[src/rtl/sync_length_frame_receiver_macros.svh]
// Assertion macros shared by the frame receiver modules.
`ifndef SYNC_LENGTH_FRAME_RECEIVER_MACROS_SVH
`define SYNC_LENGTH_FRAME_RECEIVER_MACROS_SVH

// Same-cycle implication, disabled during reset.
`define SLFR_ASSERT_NOW(label, cond_a, cond_b, msg) \
  label: assert property (@(posedge clk) disable iff (rst) (cond_a) |-> (cond_b)) \
    else $error(msg);

// Next-cycle implication, disabled during reset.
`define SLFR_ASSERT_NEXT(label, cond_a, cond_b, msg) \
  label: assert property (@(posedge clk) disable iff (rst) (cond_a) |=> (cond_b)) \
    else $error(msg);

`endif

[src/rtl/slfr_pkg.sv]
`timescale 1ns / 1ps
`default_nettype none

package slfr_pkg;

  localparam logic [7:0] SYNC_RESET = 8'hAA;

  typedef enum logic [1:0] {
    KIND_PAYLOAD = 2'd0,
    KIND_END     = 2'd1,
    KIND_DISCARD = 2'd2
  } kind_t;

  typedef enum logic [3:0] {
    PH_HUNT   = 4'b0001,
    PH_LEN_HI = 4'b0010,
    PH_LEN_LO = 4'b0100,
    PH_BODY   = 4'b1000
  } phase_t;

  typedef struct packed {
    kind_t       kind;
    logic [7:0]  data;
    logic        last;
    logic        ok;
    logic [15:0] length;
  } result_t;

endpackage

`default_nettype wire

[src/rtl/slfr_skid.sv]
`timescale 1ns / 1ps
`default_nettype none

module slfr_skid (
  input  wire logic             clk,
  input  wire logic             rst,
  input  wire logic             in_valid,
  output logic                  in_ready,
  input  wire slfr_pkg::result_t in_data,
  output logic                  out_valid,
  input  wire logic             out_ready,
  output slfr_pkg::result_t     out_data
);
  import slfr_pkg::*;
  `include "sync_length_frame_receiver_macros.svh"

  logic    main_valid;
  logic    spare_valid;
  result_t main_data;
  result_t spare_data;
  logic    push;
  logic    pop;

  assign in_ready  = !spare_valid;
  assign out_valid = main_valid;
  assign out_data  = main_data;
  assign push      = in_valid && in_ready;
  assign pop       = main_valid && out_ready;

  always_ff @(posedge clk) begin
    if (rst) begin
      main_valid  <= 1'b0;
      spare_valid <= 1'b0;
    end else begin
      if (!main_valid || pop) begin
        if (spare_valid) begin
          main_data   <= spare_data;
          spare_valid <= 1'b0;
        end else if (push) begin
          main_data  <= in_data;
          main_valid <= 1'b1;
        end else begin
          main_valid <= 1'b0;
        end
      end else if (push) begin
        spare_data  <= in_data;
        spare_valid <= 1'b1;
      end
    end
  end

  `SLFR_ASSERT_NOW(a_spare_needs_main, spare_valid, main_valid, "spare held without main")
  `SLFR_ASSERT_NOW(a_no_push_when_full, in_valid, in_ready, "result offered to full buffer")
  `SLFR_ASSERT_NEXT(a_stall_fills_spare, main_valid && !out_ready && push, spare_valid,
                    "stalled push not held in spare")

endmodule

`default_nettype wire

[src/rtl/slfr_core.sv]
`timescale 1ns / 1ps
`default_nettype none

module slfr_core (
  input  wire logic         clk,
  input  wire logic         rst,
  input  wire logic         cfg_write,
  input  wire logic [7:0]   cfg_data,
  input  wire logic         beat,
  input  wire logic [7:0]   rx_byte,
  output logic              res_valid,
  output slfr_pkg::result_t res
);
  import slfr_pkg::*;
  `include "sync_length_frame_receiver_macros.svh"

  logic [7:0]  sync_byte;
  phase_t      phase;
  phase_t      phase_next;
  logic [7:0]  length_high;
  logic [7:0]  length_high_next;
  logic [16:0] remaining;
  logic [16:0] remaining_next;
  logic [7:0]  running_sum;
  logic [7:0]  running_sum_next;
  logic [15:0] payload_length;
  logic [15:0] payload_length_next;
  logic        emit;

  always_comb begin
    phase_next          = phase;
    length_high_next    = length_high;
    remaining_next      = remaining;
    running_sum_next    = running_sum;
    payload_length_next = payload_length;
    emit                = 1'b0;
    res.kind            = KIND_PAYLOAD;
    res.data            = rx_byte;
    res.last            = 1'b0;
    res.ok              = 1'b0;
    res.length          = payload_length;
    unique case (phase)
      PH_HUNT: begin
        if (rx_byte == sync_byte) begin
          phase_next = PH_LEN_HI;
        end else begin
          emit       = 1'b1;
          res.kind   = KIND_DISCARD;
          res.length = 16'd0;
        end
      end
      PH_LEN_HI: begin
        length_high_next = rx_byte;
        phase_next       = PH_LEN_LO;
      end
      PH_LEN_LO: begin
        payload_length_next = {length_high, rx_byte};
        remaining_next      = {1'b0, length_high, rx_byte} + 17'd1;
        running_sum_next    = 8'd0;
        phase_next          = PH_BODY;
      end
      PH_BODY: begin
        emit = 1'b1;
        if (remaining > 17'd1) begin
          running_sum_next = running_sum + rx_byte;
          remaining_next   = remaining - 17'd1;
        end else begin
          res.kind         = KIND_END;
          res.last         = 1'b1;
          res.ok           = (running_sum == rx_byte);
          remaining_next   = 17'd0;
          running_sum_next = 8'd0;
          phase_next       = PH_HUNT;
        end
      end
      default: begin
        phase_next = PH_HUNT;
      end
    endcase
  end

  assign res_valid = beat && emit;

  always_ff @(posedge clk) begin
    if (rst) begin
      sync_byte      <= SYNC_RESET;
      phase          <= PH_HUNT;
      length_high    <= 8'd0;
      remaining      <= 17'd0;
      running_sum    <= 8'd0;
      payload_length <= 16'd0;
    end else begin
      if (cfg_write) begin
        sync_byte <= cfg_data;
      end
      if (beat) begin
        phase          <= phase_next;
        length_high    <= length_high_next;
        remaining      <= remaining_next;
        running_sum    <= running_sum_next;
        payload_length <= payload_length_next;
      end
    end
  end

  `SLFR_ASSERT_NOW(a_body_count_live, phase == PH_BODY, remaining != 17'd0,
                   "payload phase with empty count")
  `SLFR_ASSERT_NEXT(a_end_returns_hunt, beat && phase == PH_BODY && remaining <= 17'd1,
                    phase == PH_HUNT && running_sum == 8'd0, "frame end did not rearm hunt")
  `SLFR_ASSERT_NEXT(a_header_opens_body, beat && phase == PH_LEN_LO,
                    phase == PH_BODY && running_sum == 8'd0 && remaining != 17'd0,
                    "header did not open payload")

endmodule

`default_nettype wire

[src/rtl/sync_length_frame_receiver.sv]
`timescale 1ns / 1ps
`default_nettype none

// Sync-byte framed receiver: hunts for the sync byte, reads a big-endian
// 16-bit payload length, passes each payload byte out as it arrives and closes
// the frame on the checksum byte with the length and an 8-bit sum check.
// Bytes seen while hunting come out marked as discarded; sync and length bytes
// give no output beat. One byte is taken every clock cycle: the parser state
// steps once per input beat, and results sit in a two-entry output buffer
// whose registered ready is the input ready, so output stalls hold the input
// back only once that buffer is full. Each result is registered in that buffer
// before it reaches the output. The sync byte register resets to 0xAA and may
// be written at any time the block is idle.
module sync_length_frame_receiver (
  input  wire logic        clk,
  input  wire logic        rst,
  input  wire logic        cfg_valid,
  output logic             cfg_ready,
  input  wire logic [7:0]  cfg_data,       // sync_byte
  input  wire logic        s_axis_tvalid,
  output logic             s_axis_tready,
  input  wire logic [7:0]  s_axis_tdata,   // [7:0] rx_byte
  output logic             m_axis_tvalid,
  input  wire logic        m_axis_tready,
  output logic [31:0]      m_axis_tdata,   // [7:0] data, [8] checksum_ok,
                                           // [24:9] frame_length, [31:25] zero
  output logic             m_axis_tlast,   // frame_last
  output logic [1:0]       m_axis_tuser    // [1:0] kind
);
  import slfr_pkg::*;

  logic    beat;
  logic    res_valid;
  result_t res;
  result_t out_res;

  assign cfg_ready = 1'b1;
  assign beat      = s_axis_tvalid && s_axis_tready;

  slfr_core u_core (
    .clk       (clk),
    .rst       (rst),
    .cfg_write (cfg_valid && cfg_ready),
    .cfg_data  (cfg_data),
    .beat      (beat),
    .rx_byte   (s_axis_tdata),
    .res_valid (res_valid),
    .res       (res)
  );

  slfr_skid u_skid (
    .clk       (clk),
    .rst       (rst),
    .in_valid  (res_valid),
    .in_ready  (s_axis_tready),
    .in_data   (res),
    .out_valid (m_axis_tvalid),
    .out_ready (m_axis_tready),
    .out_data  (out_res)
  );

  assign m_axis_tdata = {7'd0, out_res.length, out_res.ok, out_res.data};
  assign m_axis_tlast = out_res.last;
  assign m_axis_tuser = out_res.kind;

endmodule

`default_nettype wire
[config.mk]
export PLATFORM = sky130hd
export DESIGN_NAME = sync_length_frame_receiver
export DESIGN_NICKNAME = d
export VERILOG_FILES = /design/src/rtl/slfr_pkg.sv /design/src/rtl/slfr_skid.sv /design/src/rtl/slfr_core.sv /design/src/rtl/sync_length_frame_receiver.sv
export VERILOG_INCLUDE_DIRS = /design/src /design/src/rtl
export SDC_FILE = /design/constraint.sdc
export NUM_CORES = 1
export LEC_CHECK = 0
export BUFFER_PORTS_ARGS = -buffer_cell sky130_fd_sc_hd__buf_4
export CORE_MARGIN = 4
export CORE_UTILIZATION = 45
export CTS_CLUSTER_SIZE = 10
export DETAILED_ROUTE_END_ITERATION = 7
export GPL_TIMING_DRIVEN = 0
export PLACE_DENSITY = 0.65
export RECOVER_POWER = 50
export SYNTH_ARGS = -nofsm -noshare
export SYNTH_HDL_FRONTEND = slang
export SYNTH_SLANG_ARGS = --single-unit
[constraint.sdc]
create_clock -name clk -period 4.2 [get_ports clk]
set_clock_uncertainty 0.15 [all_clocks]
set_input_delay 0 -clock clk [delete_from_list [all_inputs] [get_ports clk]]
set_output_delay 0 -clock clk [all_outputs]
set_load 0.05 [all_outputs]
# ---- Yosys cells after proc, flatten, opt, wreduce, memory -nomap -nowiden
# Index checks and enable logic that the tools add are counted.
dict set report totals {
  ff_bits 119
  out_inout_bits 38
}
dict set report classes {
  addsub 3
  magnitude_cmp 1
  eq_ne 8
  mux 19
  bitwise 3
  reduce_logical 17
}
# op count
set op_table {}
lappend op_table {{$mux 28} 2}
lappend op_table {{$pmux 17 s2} 1}
lappend op_table {{$mux 16} 2}
lappend op_table {{$add 16x1->17 const B} 1}
lappend op_table {{$gt 17x1->1 const B} 1}
lappend op_table {{$mux 17} 1}
lappend op_table {{$sub 17x1->17 const B} 1}
lappend op_table {{$eq 8x8->1} 2}
lappend op_table {{$pmux 4 s4} 1}
lappend op_table {{$pmux 8 s2} 1}
lappend op_table {{$reduce_and 3->1} 3}
lappend op_table {{$add 8x8->8} 1}
lappend op_table {{$mux 4} 2}
lappend op_table {{$mux 8} 1}
lappend op_table {{$reduce_and 2->1} 4}
lappend op_table {{$mux 2} 3}
lappend op_table {{$eq 4x1->1 const B} 1}
lappend op_table {{$eq 4x2->1 const B} 1}
lappend op_table {{$eq 4x3->1 const B} 1}
lappend op_table {{$eq 4x4->1 const B} 1}
lappend op_table {{$logic_and 1x1->1} 4}
lappend op_table {{$pmux 2 s2} 1}
lappend op_table {{$reduce_bool 2->1} 2}
lappend op_table {{$mux 1} 3}
lappend op_table {{other kinds (7)} 10}

# ---- Longest topological paths before layout
# Gate-level depths: netlist of the first run.
dict set report depth {
  depth_word 7
  depth_mapped 8
  mapped_depth_nobuf 7
}

# ---- By module
# Synthesis of the first run repeated with hierarchy kept, for this count alone.
dict set report unflattened {
  cells_unflattened 551
  area_unflattened_um2 5858.1
}
# module n_inst cells_each area_each_um2 seq_area_each_um2
set modules_own_cells {}
lappend modules_own_cells {slfr_core 1 440 3490.8 1221.2}
lappend modules_own_cells {slfr_skid 1 100 2293.4 1721.7}
lappend modules_own_cells {sync_length_frame_receiver 1 11 73.8 0.0}

# ---- Least setup slack after synthesis of the first run
# Ideal clock, no wire load.
dict set report synth_path {
  path_kind {register to register}
  startpoint {register u_core.phase[3]}
  endpoint {register u_skid.spare_data[0] (netlist bit), enable pin}
  setup_time_ns 0.445
  t_arrival_ns 3.308
  t_required_ns 3.605
  path_slack_ns 0.297
  stages_incl_launch_ff 6
  period_less_slack_ns 3.903
  path_cell_list {dfxtp_1 > clkbuf_1 > nor4b_4 > clkbuf_1 > o21ai_0 > nor3_1}
}
dict set report synth_between {
  elab_chain_cells 5
  elab_cells_between_ends 6
}
# element line_no
set synth_lines {}
lappend synth_lines {{from (decl)} slfr_core.sv:18} ;# phase_t phase;
lappend synth_lines {{from (signal assigned)} slfr_core.sv:97} ;# phase <= phase_next;
lappend synth_lines {{$eq 4x4->1 / $eq 4x1->1 (equally long branches)} slfr_core.sv:42} ;# unique case (phase)
lappend synth_lines {{$pmux 1 s2 (*)} slfr_core.sv:42}
lappend synth_lines {{$logic_and 1x1->1 (*)} slfr_core.sv:82} ;# assign res_valid = beat && emit;
lappend synth_lines {{$logic_and 1x1->1 (*)} slfr_skid.sv:27} ;# assign push = in_valid && in_ready;
lappend synth_lines {{$reduce_and 3->1 (no source line) (*)} --}
lappend synth_lines {{to (signal assigned)} slfr_skid.sv:46} ;# spare_data <= in_data;
lappend synth_lines {{to (decl)} slfr_skid.sv:20} ;# result_t spare_data;
# Every way passes the cells marked *; elsewhere a longest branch is shown, timed or not.
# A chain may end at the register's enable or synchronous reset.

# ---- Worst setup path after layout of the first run
dict set report layout_path {
  startpoint {input port s_axis_tdata[4]}
  endpoint {register u_skid.main_data (netlist bit u_skid.out_data[11]), enable pin}
}
dict set report layout_between {
  elab_chain_cells 7
}
# element line_no
set layout_lines {}
lappend layout_lines {{from (decl)} sync_length_frame_receiver.sv:22} ;# input wire logic [7:0] s_axis_tdata,
lappend layout_lines {{$eq 8x8->1} slfr_core.sv:44} ;# if (rx_byte == sync_byte) begin
lappend layout_lines {{$mux 1} slfr_core.sv:44}
lappend layout_lines {{$pmux 1 s2} slfr_core.sv:42}
lappend layout_lines {{$logic_and 1x1->1} slfr_core.sv:82}
lappend layout_lines {{$logic_and 1x1->1} slfr_skid.sv:27}
lappend layout_lines {{$reduce_bool 2->1 (no source line)} --}
lappend layout_lines {{$reduce_and 3->1 (no source line)} --}
lappend layout_lines {{to (signal assigned)} slfr_skid.sv:37} ;# main_data <= spare_data;
lappend layout_lines {{to (signal assigned)} slfr_skid.sv:40} ;# main_data <= in_data;
lappend layout_lines {{to (decl)} slfr_skid.sv:19} ;# result_t main_data;
# Every way passes these cells.

==> impl_results.md, run 1 <==
- Status: complete, no violations
- Worst-case clock buffer depth: 2
- Most used DFF post-synth: dfxtp_1
- Peak supply drop: about 0.21 mV
- Mapped Area: 5790 um^2
- Total Wirelength: 15400 um
- Die height: about 120 um
- Top cells by area, synth: edfxtp_1, dfxtp_1, mux2i_1, mux2_2, nor2_1
- Total gr overflow: 0
- Placed inst area: around 6400 um^2
- Final instance area: around 7100 um^2
- First-pass GRT wire length: between 20000 and 25000 um
- # port buffers: around 50
- # nets final: between 700 and 800
- Initial core utilization: roughly 46%
- Reg clk slew, reported paths: about 0.050 ns
- CTS resizes: 0
- CP arrival: 3.21 ns
- Core Area: about 13000 um^2
- CTS tree: done
- Fraction of the cycle the final worst path needs: ~79%
- Area grow syn2layout: 22.0%
- FMAX: 300 MHz
- Final Max Tran Viols: 0
- Max_cap viols: 0
- Die Area: ~15000 um^2
- Final setup fails: 0
- P_leak: ~2.7 nW
- Largest area contributor in the netlist: edfxtp_1
- ANT cells: 0
- Seq. cell area: slightly below 3000 um^2
- Via/cell ratio: around 5.6
- Crit path max fanout: 27
- Worst-skew pair later-pin latency: about 0.42 ns
- Rel. slew slack: 21.5%
- GRT Total Usage: between 20% and 30%
- Final Hold Violating Endpoints: 0
- Critical path class: primary input to flip-flop
- First DRT Iteration DRCs: between 300 and 400
- TNS Setup: 0 ns
- Post-synthesis sequential element count: 117
- Area fraction of the dominant cell type after synthesis: 28.0%
- Routed vias: about 4800
- Share of layout cells above drive strength 1: roughly 12%
- First-pass DRT Iterations: 4
- Least-Margin Pin Slew: between 1 and 1.5 ns
- Vias in the first global route: between 4000 and 5000
- Yosys warns: 0
- Sequential area share after synthesis: between 40% and 50%
- Remaining DRCs: 0
- Area occupied by multi-input gates: 2650 um^2
- Syn Inst Count: roughly 570
- Most instantiated cells after synthesis: dfxtp_1, edfxtp_1, nor2_1
- Hold WS: roughly 0.25 ns
- Root Driver: clkbuf_16
- IO Pins: 59
- Avg Cell Area, Syn: between 10 and 15 um^2
- RePlAce Congestion: 0.918
- Min Tclk post-route: about 3.3 ns
- Detail Placement HPWL: roughly 11000 um
- Dpl cells: 794
- Number of library cell types mapped by synthesis: 61
- CTS Buf Count: 17
- H-tree levels: 4
- Most frequent cell after synthesis: dfxtp_1
- FILL cells: between 1000 and 1500
- Cell Count, Final, Fillers Out: 854
- Worst Setup Start Kind: primary input
- Initial antenna violation count: 0
- Req. time, crit path: around 4 ns
- Die Wd: approximately 120 um
- Path type of the worst min-delay path: primary input to flip-flop
- FP Rows: 41
- FFs w/ async S/R, synth: 0%
- Largest net degree at the start of global routing: 28
- RSZ-0062 raised after global routing: false
- P per Cell Area: ~380 nW/um^2
- WL/cell: between 15 and 20 um
- Count of flip-flops with a built-in enable after synthesis: 54
- CP Capture Type: flip-flop
- Clock sinks: around 120
- Routed Antenna Nets: 0
## flip-flops by register name, indices dropped and copies added, names as in the netlist
signal / count
u_core.sync_byte: 8
u_core.running_sum: 8
u_skid.out_valid: 1
u_core.length_high: 8
u_skid.spare_valid: 1
u_core.payload_length: 16
u_core.remaining: 17
u_core.phase: 4
u_skid.spare_data: 27
u_skid.out_data: 27
## stage by stage
step / power [mW] / worst slack, ns / utilization (%)
floorplan: 1.38 / 0.297 / -
global placement: 1.44 / -1.01 / 50.7
detailed placement: 1.45 / 0.880 / 50.9
CTS: 2.71 / 0.861 / 57.1
global route: 2.77 / 0.608 / 56.0
finish: 2.68 / 0.867 / 56.0
## critical path, stage by stage
cell	delay (ns)
dlygate4sd3_1	0.52
clkbuf_1	0.19
clkbuf_1	0.53
xnor2_1	0.17
nand4_1	0.13
o21ai_0	0.11
clkbuf_1	0.27
a21boi_0	0.30
o211a_1	0.97
## kinds of logic after synthesis
logic type               synth area share [%]
multiplexers                             10.0
adder cells (fa/ha/maj)                  2.51
other                                   0.130
AO/OA/AOI/OAI                            13.0
AND/OR/NAND/NOR                          15.9
flip-flops                               49.8
buffers and inverters                    5.03
XOR/XNOR                                 3.63
## final cells by class
cell class / instances / share of cell area, %
buffer: 51 / 3.26
multi-input combinational: 387 / 37.4
tap: 172 / 3.05
timing repair buffer: 79 / 7.47
clock buffer: 26 / 6.64
clock inverter: 6 / 0.478
inverter: 16 / 0.850
sequential: 117 / 40.8
## cell usage in the layout, fill, tap and decap left out, drive strengths merged, types with 3 or more instances in the layout
cell | netlist | routed
mux2 | 24 | 24
o211ai | 9 | 9
nand4 | 5 | 5
a21oi | 25 | 25
clkinv | 0 | 6
edfxtp | 54 | 54
inv | 16 | 16
a21o | 3 | 3
o31ai | 3 | 3
dfxtp | 63 | 63
conb | 2 | 8
a211oi | 11 | 11
dlygate4sd3 | 0 | 28
ha | 10 | 10
a2111oi | 3 | 3
nor2 | 51 | 51
a2bb2oi | 4 | 4
mux2i | 31 | 31
clkbuf | 34 | 101
xor2 | 7 | 7
o21ai | 27 | 27
or4 | 6 | 6
a32o | 4 | 4
and2 | 18 | 18
xnor2 | 17 | 17
nand3b | 3 | 3
nand2 | 31 | 31
nand3 | 24 | 24
nor3 | 16 | 16
buf | 17 | 27
nor4 | 7 | 7
o32ai | 3 | 3
or3 | 6 | 6
o21a | 3 | 3
## routing by layer
| metal | global-route usage [%] | wire length (um) | vias to the layer above |
|---|---|---|---|
| li1 | - | - | 2261 |
| met1 | 27.2 | 6650 | 2303 |
| met2 | 36.4 | 7470 | 156 |
| met3 | 5.22 | 879 | 34 |
| met4 | 8.47 | 396 | 0 |
| met5 | 0 | 0 | - |
## power breakdown
group          internal [mW]  total, mW  switching (mW)
Sequential              1.21       1.22         0.00833
Clock                  0.762       1.25           0.486
Combinational         0.0692      0.213           0.144
Total                   2.04       2.68           0.639
## repair_timing
item	CTS	global route
setup buffers	0	0
hold buffers	28	0
endpoints found under the hold margin	38	0
## final timing paths
| kind | from | to | slack [ns] | cells after the start |
|---|---|---|---|---|
| max reg2reg | u_core.phase[0]$_SDFFE_PP1P_ | u_skid.out_data[11]$_DFFE_PP_ | 0.95 | 6 |
| min | s_axis_tdata[3] | u_skid.spare_data[21]$_DFFE_PP_ | 0.25 | 2 |
| max | s_axis_tdata[4] | u_skid.out_data[11]$_DFFE_PP_ | 0.87 | 9 |
| min reg2reg | u_core.running_sum[4]$_SDFFE_PP0P_ | u_core.running_sum[4]$_SDFFE_PP0P_ | 0.30 | 2 |
No activity file was read; power rests on OpenSTA's default activity.
==> run 2: changes to the inputs <==
--- a/config.mk
+++ b/config.mk
@@ -12,7 +12,7 @@
 export CTS_CLUSTER_SIZE = 10
 export DETAILED_ROUTE_END_ITERATION = 7
 export GPL_TIMING_DRIVEN = 0
-export PLACE_DENSITY = 0.65
+export PLACE_DENSITY = 0.63
 export RECOVER_POWER = 50
 export SYNTH_ARGS = -nofsm -noshare
 export SYNTH_HDL_FRONTEND = slang
==> constraint.sdc (replaced) <==
create_clock -name clk -period 3.5 [get_ports clk]
set_clock_uncertainty 0.15 [all_clocks]
set_input_delay 0 -clock clk [delete_from_list [all_inputs] [get_ports clk]]
set_output_delay 0 -clock clk [all_outputs]
set_load 0.05 [all_outputs]
==> run 2 against run 1 <==
Sequential cell count unchanged. Critical endpoint is now u_skid.out_data[1]$_DFFE_PP_. First-iteration DRC count is 11% higher. Global-route usage shrank 0.13 points. Critical path type is now flip-flop to flip-flop. Setup slack got worse by 0.58 ns. Via count is 1.2% lower. Combinational power grew 21%. Non-clock buffer count down 1. Worst hold slack got worse by 0.053 ns.
==> impl_results.md, run 2 (same netlist as run 1, synthesis figures left out) <==
- Initial core utilization: 45.9%
- FMAX: between 300 and 400 MHz
- Req. time, crit path: about 3.4 ns
- FILL cells: roughly 1200
- Via/cell ratio: between 5 and 6
- Pint: about 2.7 mW
- Flop pwr share: 42.4%
- FP Rows: 41
- Detail Placement HPWL: ~10000 um
- Routed Antenna Nets: 0
- H-tree levels: 4
- Status: complete, no violations
- Total Wirelength: 15100 um
- Final Max Tran Viols: 0
- Remaining DRCs: 0
- Initial antenna violation count: 0
- CTS tree: done
- TNS Setup: 0 ns
- Clk pwr share: 50.1%
- Worst Setup Start Kind: flip-flop
- Placed inst area: 6440 um^2
- Fin util: between 50% and 60%
- P_leak: between 2 and 3 nW
- RSZ-0062 raised after global routing: false
- Area grow syn2layout: 23.9%
- Post-CTS Setup Inserts: 0
- Power after layout: roughly 3.4 mW
- CP Capture Type: flip-flop
- Core Area: between 10000 and 15000 um^2
- Path type of the worst min-delay path: primary input to flip-flop
- First DRT Iteration DRCs: 375
- # nets final: 700
- Worst-skew pair later-pin latency: about 0.42 ns
- CTS Buf Count: 17
- Fraction of the cycle the final worst path needs: between 90% and 100%
- Net switching power: 0.774 mW
- Crit path max fanout: 27
- CP arrival: between 3 and 4 ns
- Vias in the first global route: 4814
- WL/cell: between 15 and 20 um
- GRT Total Usage: between 20% and 30%
- Final instance area: ~7200 um^2
- Die Area: approximately 15000 um^2
- ANT cells: 0
- IO Pins: 59
- First-pass DRT Iterations: 5
- Final setup fails: 0
- First-pass GRT wire length: 24800 um
- Die height: approximately 120 um
- Min Tclk post-route: 3.22 ns
- RePlAce Congestion: roughly 0.87
- Critical path class: flip-flop to flip-flop
- Reg clk slew, reported paths: around 0.050 ns
- Total gr overflow: 0
- Final Hold Violating Endpoints: 0
- Least-Margin Pin Slew: approximately 1.1 ns
- Clock sinks: between 100 and 150
- Peak supply drop: between 0.2 and 0.25 mV
- Worst-case clock buffer depth: 2
- Routed vias: approximately 4700
- Max_cap viols: 0
- Comb pwr share: 7.5%
- Sw frac: 22.4%
- Root Driver: clkbuf_16
- Die Wd: between 100 and 150 um
- Most frequent cells in the layout: clkbuf_1, dfxtp_1, edfxtp_1
- Rel. slew slack: between 20% and 30%
- Commonest non-fill, non-tap cell in the layout: clkbuf_1
- # port buffers: 49
- P per Cell Area: 480 nW/um^2
- Share of layout cells above drive strength 1: 13.1%
- Largest net degree at the start of global routing: 28
==> run 2: timing repair <==
item	4_1_cts	5_1_grt
setup endpoints to repair	0	0
gates resized for setup	0	0
hold buffers	28	0
hold endpoints to repair	41	0
==> run 2: final timing paths <==
check,slack [ns],endpoint,cells after the start,start
worst max-delay path,0.28,u_skid.out_data[1]$_DFFE_PP_,6,u_core.phase[0]$_SDFFE_PP1P_
worst min-delay path,0.20,u_skid.spare_data[20]$_DFFE_PP_,2,s_axis_tdata[2]
worst max register to register,0.28,u_skid.out_data[1]$_DFFE_PP_,6,u_core.phase[0]$_SDFFE_PP1P_
worst min register to register,0.31,u_core.payload_length[15]$_SDFFE_PP0P_,2,u_core.payload_length[15]$_SDFFE_PP0P_
==> run 2: final cells by class <==
cell class	instances	area [um^2]	area share [%]
Buffer	51	229	3.19
Clock buffer	25	539	7.51
Clock inverter	7	63.8	0.889
Inverter	16	60.1	0.837
Multi-Input combinational cell	387	2650	36.9
Sequential cell	117	2880	40.2
Tap cell	172	215	3.00
Timing Repair Buffer	78	537	7.48
==> run 2: critical path, stage by stage, from the launching register on <==
cell	delay (ns)
dfxtp_1	0.41
inv_1	0.09
nor4_1	0.46
o21ai_0	0.22
clkbuf_1	0.26
a21boi_0	0.29
o211a_1	0.93
==> run 2: power groups by stage <==
stage | clock (mW) | sequential (mW) | combinational, mW
after floorplan | 0 | 1.54 | 0.113
after detailed placement | 0 | 1.49 | 0.245
after CTS | 1.75 | 1.46 | 0.273
after global routing | 1.82 | 1.46 | 0.276
final | 1.73 | 1.46 | 0.258
after global placement | 0 | 1.49 | 0.239
==> run 2: stage by stage <==
| stage | instances | worst slack, ns | hold WS [ns] |
|---|---|---|---|
| after CTS | 853 | 0.214 | 0.171 |
| final | 853 | 0.283 | 0.195 |
| after floorplan | 571 | 0.415 | -0.0511 |
| after global placement | 792 | -0.525 | 0.0513 |
| after detailed placement | 793 | 0.219 | 0.0566 |
| after global routing | 853 | 0.0482 | 0.222 |
==> run 2: routing by layer <==
metal	share of wire (%)	vias to the layer above	GRT usage [%]
li1	-	2252	-
met1	43	2258	27.0
met2	49	161	35.8
met3	6.0	25	5.08
met4	1.9	0	9.17
met5	0	-	0
